`src/iowr_pkg.sv`:
```
// types and constants shared by the watermark reorder unit
`default_nettype none

package iowr_pkg;

  localparam int Depth = 64;
  localparam int IdxW  = $clog2(Depth);
  localparam int TsW   = 64;
  localparam int SeqW  = 64;
  localparam int CntW  = 7;

  localparam logic [SeqW-1:0] SeqMax = '1;

  typedef enum logic [1:0] {
    DropNone   = 2'd0,
    DropStale  = 2'd1,
    DropBeyond = 2'd2
  } drop_e;

  typedef enum logic {
    StIdle,
    StDrain
  } state_e;

  typedef struct packed {
    logic [TsW-1:0]  timestamp;
    logic [SeqW-1:0] sequence_req;
  } in_req_t;

  typedef struct packed {
    logic [TsW-1:0]  watermark;
    logic [SeqW-1:0] applied_sequence;
    logic            synchronized;
    logic [CntW-1:0] pending_count;
    logic [1:0]      drop_status;
  } out_rsp_t;

  // controls driven into the cell row
  typedef struct packed {
    logic            shift;
    logic            wr;
    logic [IdxW-1:0] wr_idx;
    logic [TsW-1:0]  wr_ts;
  } chain_ctl_t;

  // status seen back from the cell row
  typedef struct packed {
    logic           head_valid;
    logic [TsW-1:0] head_ts;
    logic           wr_hit;
  } chain_sts_t;

endpackage

`default_nettype wire

```
`src/iowr_cell.sv`:
```
// one window cell: holds a pending update and hands it down the row
`default_nettype none

module iowr_cell (
  input  wire logic                     clk_i,
  input  wire logic                     rst_ni,
  input  wire logic                     wr_i,
  input  wire logic [iowr_pkg::TsW-1:0] wr_ts_i,
  input  wire logic                     shift_i,
  input  wire logic                     nxt_valid_i,
  input  wire logic [iowr_pkg::TsW-1:0] nxt_ts_i,
  output logic                          valid_o,
  output logic [iowr_pkg::TsW-1:0]      ts_o
);

  logic                     valid_q, valid_d;
  logic [iowr_pkg::TsW-1:0] ts_q, ts_d;

  always_comb begin
    valid_d = valid_q;
    ts_d    = ts_q;
    if (wr_i) begin
      valid_d = 1'b1;
      ts_d    = wr_ts_i;
    end else if (shift_i) begin
      valid_d = nxt_valid_i;
      ts_d    = nxt_ts_i;
    end
  end

  always_ff @(posedge clk_i or negedge rst_ni) begin
    if (!rst_ni) begin
      valid_q <= 1'b0;
    end else begin
      valid_q <= valid_d;
    end
  end

  always_ff @(posedge clk_i) begin
    ts_q <= ts_d;
  end

  assign valid_o = valid_q;
  assign ts_o    = ts_q;

endmodule

`default_nettype wire

```
`src/iowr_chain.sv`:
```
// row of window cells, cell k holds sequence last_applied + 1 + k
`default_nettype none

module iowr_chain (
  input  wire logic                  clk_i,
  input  wire logic                  rst_ni,
  input  wire iowr_pkg::chain_ctl_t  ctl_i,
  output iowr_pkg::chain_sts_t       sts_o
);

  logic [iowr_pkg::Depth-1:0] valid;
  logic [iowr_pkg::Depth-1:0] wr_sel;
  logic [iowr_pkg::TsW-1:0]   ts [iowr_pkg::Depth];

  for (genvar k = 0; k < iowr_pkg::Depth; k++) begin : g_cell
    logic                     nxt_valid;
    logic [iowr_pkg::TsW-1:0] nxt_ts;

    if (k == iowr_pkg::Depth - 1) begin : g_tail
      // a fresh empty slot enters at the far end
      assign nxt_valid = 1'b0;
      assign nxt_ts    = '0;
    end else begin : g_mid
      assign nxt_valid = valid[k+1];
      assign nxt_ts    = ts[k+1];
    end

    assign wr_sel[k] = ctl_i.wr && (ctl_i.wr_idx == iowr_pkg::IdxW'(k));

    iowr_cell u_cell (
      .clk_i       (clk_i),
      .rst_ni      (rst_ni),
      .wr_i        (wr_sel[k]),
      .wr_ts_i     (ctl_i.wr_ts),
      .shift_i     (ctl_i.shift),
      .nxt_valid_i (nxt_valid),
      .nxt_ts_i    (nxt_ts),
      .valid_o     (valid[k]),
      .ts_o        (ts[k])
    );
  end

  assign sts_o.head_valid = valid[0];
  assign sts_o.head_ts    = ts[0];
  // duplicate number: target cell already pending
  assign sts_o.wr_hit     = |(valid & wr_sel);

endmodule

`default_nettype wire

```
`config.mk`:
```
export PLATFORM = sky130hd
export DESIGN_NAME = iowr_chain
export DESIGN_NICKNAME = d
export VERILOG_FILES = /design/src/iowr_pkg.sv /design/src/iowr_cell.sv /design/src/iowr_chain.sv
export SDC_FILE = /design/constraint.sdc
export NUM_CORES = 2
export LEC_CHECK = 0
export BUFFER_PORTS_ARGS = -buffer_cell sky130_fd_sc_hd__buf_2
export CAP_MARGIN = 20
export CORE_MARGIN = 2
export CORE_UTILIZATION = 54
export CTS_BUF_LIST = sky130_fd_sc_hd__clkbuf_8
export DETAILED_ROUTE_END_ITERATION = 6
export GPL_TIMING_DRIVEN = 0
export PLACE_DENSITY = 0.7
export SYNTH_ARGS = -nofsm -noshare
export SYNTH_HDL_FRONTEND = slang
export SYNTH_SLANG_ARGS = --single-unit
```
`constraint.sdc`:
```
create_clock -name clk_i -period 4.6 [get_ports clk_i]
set_input_delay 1.38 -clock clk_i [delete_from_list [all_inputs] [get_ports clk_i]]
set_output_delay 1.38 -clock clk_i [all_outputs]
set_load 0.01 [all_outputs]
```
==> impl_metrics.ini <==
[status]
status = complete, but fails checks
violations = setup timing

[cts]
cts_tree = done
cts_root_buffer = clkbuf_8
cts.sinks = 4160
htreeDepth = 6
clk_pin_slew_ps = 60
clkLatencyLatePin_ps = 1210
numCtsBuffers = 651
clk_path_buf_depth = 4

[worst_setup_path]
path_class = in -> out
arrival_ps = 3430
critPathCaptureType = output port
critPathLaunchType = input pin
r2r_setup_slack_ps = 3440
critPathMaxFanout = 10
required_ps = 3220

[floorplanning]
core_area_sq_um = 326000
io_pins = 140
start_util_pct = 54.1
die_w_microns = 576
dieArea_sq_um = 332000
die_h_microns = 576
row_count = 210

[route]
via_count = 90700
wl_per_cell_microns = 28.6
drt_iter0_markers = 9738
ant_nets = 0
drc_errors = 0
wirelength_microns = 437000
dr.pass1.iters = 6
viasPerCell = 5.93

[global_routing]
first_global_vias = 91700
gr-max-usage-layer = met2
grt_util_met1_pct = 37.9
grt_use_total_pct = 25.8
grt_overflow = 0
use_met3_pct = 5.22
met2_usage_pct = 38.9
grt_antenna_before_repair = 42
grt_start_max_net_pins = 65
grt_pass1_wl_microns = 631000

[yosys]
synth.area.top_cells = edfxtp_1, mux2_2, clkbuf_1
avgSynthCellArea_sq_um = 18.5
synth_top_area_cell = edfxtp_1
syn-cell-area_sq_um = 177000
synth_top_area_share_pct = 69.6
async_flop_share_pct = 1.54
syn_nets = 9638
synth_edf_count = 4096
synthDistinctLibCells = 40
synth_flop_cell = edfxtp_1
ys_seq_elements = 4160
syn_inst = 9564
yosysWarnings = 0
ys_seq_area_share_pct = 70.5

[power_and_ir_drop]
seqPwrFrac_pct = 57.4
power.share.switching_pct = 23.5
p_int_mw = 60.5
power_density_nw_per_um2 = 402
leakage_nw = 69.1
p_total_mw = 79.1
pwr-share-clk_pct = 36.1
power_switching_mw = 18.6
combPwrFrac_pct = 6.4
vdd_drop_max_v = 0.000308

[timing]
setup_viol = 1
slew_viol_final = 0
fmaxAchievable_mhz = 208
final-hold-violation-count = 0
finalCritPeriodShare_pct = 105
rsz0062_at_grt = true
skew_ps = 35.3
fin_crit_ps = 4810
slew_headroom_pct = 20.8
worstMarginPinSlew_ps = 1190
layout_setup_ws_ps = -214

[layout]
area_growth_pct = 11.5
final_cells = 15300
drive_gt1_share_pct = 49.9
fillers = 23300
final_util_pct = 60.3
regArea_sq_um = 125000
multi_input_area_sq_um = 48900
fin_nets = 10500

[placement]
place.gp.congestion = 0.919
dp_slack_ps = -1940
post-dp-hpwl_microns = 307000
place_inst = 14000
io_buffers = 72

[min_path]
hold_path_class = in -> async

[job]
drv_cap = 0
[state kept, by name, indices dropped and copies added (netlist names)]
name                   flops
g_cell.u_cell.valid_o     64
g_cell.u_cell.ts_o      4096
[synthesized netlist by cell type, types with 5 or more instances]
| cell type | number |
|---|---|
| nand2b_1 | 46 |
| o211ai_1 | 9 |
| buf_2 | 321 |
| mux2_2 | 4037 |
| or2_2 | 19 |
| o21ai_0 | 19 |
| and3_1 | 66 |
| dfrtp_1 | 64 |
| inv_1 | 10 |
| o2111ai_1 | 8 |
| buf_1 | 69 |
| nor2_1 | 20 |
| nand2_1 | 92 |
| edfxtp_1 | 4096 |
| nand4_1 | 5 |
| nand3_1 | 32 |
| clkbuf_1 | 550 |
| mux2i_1 | 56 |
[placed cells by master, fill, tap and decap left out, drive strengths merged, types with 5 or more instances in the layout]
cell type and count:
edfxtp 4096, mux2 4037, clkbuf 1217, buf 568, clkinv 246, inv 233, nand2 92, and3 66
dfrtp 64, mux2i 56, nand2b 46, diode 35, nand3 32, clkinvlp 23, nor2 20, or2 19
o21ai 19, o211ai 9, o2111ai 8, bufinv 7, nand4 5
[critical path, cell delays in order]
cell	delay (ps)
buf_4	170
and3b_1	180
buf_6	160
buf_8	160
a22oi_2	190
o22ai_2	110
nor4_4	330
nand4_1	430
buf_2	300
[power groups by stage]
stage | Sequential [mW] | Clock (mW) | Combinational [mW]
after floorplan | 45.8 | 0 | 3.14
after global placement | 46.2 | 0 | 4.55
after detailed placement | 46.1 | 0 | 4.85
after CTS | 45.4 | 29.1 | 4.99
after global routing | 45.6 | 30.6 | 5.39
final | 45.4 | 28.6 | 5.07
[path summary, 6_finish.rpt]
path | from | endpoint | cells after the start
setup / recovery | ctl_i[69] | sts_o[0] | 9
hold / removal | rst_ni | g_cell[1].u_cell.valid_o$_DFFE_PN0P_ | 1
setup reg to reg | g_cell[32].u_cell.ts_o[24]$_DFFE_PP_ | g_cell[31].u_cell.ts_o[24]$_DFFE_PP_ | 1
hold reg to reg | g_cell[28].u_cell.valid_o$_DFFE_PN0P_ | g_cell[27].u_cell.valid_o$_DFFE_PN0P_ | 2
max in group asynchronous | rst_ni | g_cell[46].u_cell.valid_o$_DFFE_PN0P_ | 1
min in group clk_i | g_cell[28].u_cell.valid_o$_DFFE_PN0P_ | g_cell[27].u_cell.valid_o$_DFFE_PN0P_ | 2
[layout make-up]
type                       instances  area share [%]
clock inverter                   499            1.18
clock buffer                     668            4.67
timing repair buffer             178            1.08
buffer                           939            2.17
antenna                           35          0.0445
multi-input combinational       4452            24.8
sequential                      4160            63.3
tap                             4346            2.76
inverter                          10          0.0191
[per-stage QoR]
stage | TNS, ps | hold slack, ps | cell area (sq um)
final | -214 | 306 | 197000
after global routing | -313 | 280 | 197000
after CTS | -246 | 229 | 196000
after detailed placement | -1259210 | 501 | 184000
after global placement | -7474700 | 495 | 182000
after floorplan | 0 | 469 | 177000
[timing repair]
item / in CTS / in global routing
hold buffers: 0 / 0
setup buffers: 35 / 10
gates cloned: 1 / 2
pin swaps: 27 / 7
resized for setup: 148 / 29
endpoints found under the hold margin: 0 / 0
setup endpoints to repair: 1 / 1
[metal layers]
layer / wire length [microns] / share of wire, %
met1: 192000 / 44
met5: 0 / 0
met3: 36600 / 8.4
met4: 12700 / 2.9
met2: 195000 / 45
[cell families (layout without fill, tap and decap cells)]
group / count (synthesis) / count (layout) / share of synthesized area (%)
compound gates: 51 / 51 / 0.197
mux: 4093 / 4093 / 26.0
simple gates: 308 / 308 / 0.974
other cells: 0 / 35 / 0
buf+inv: 952 / 2294 / 2.25
flops: 4160 / 4160 / 70.5
Note: power is estimated with default switching activity, not from simulation.
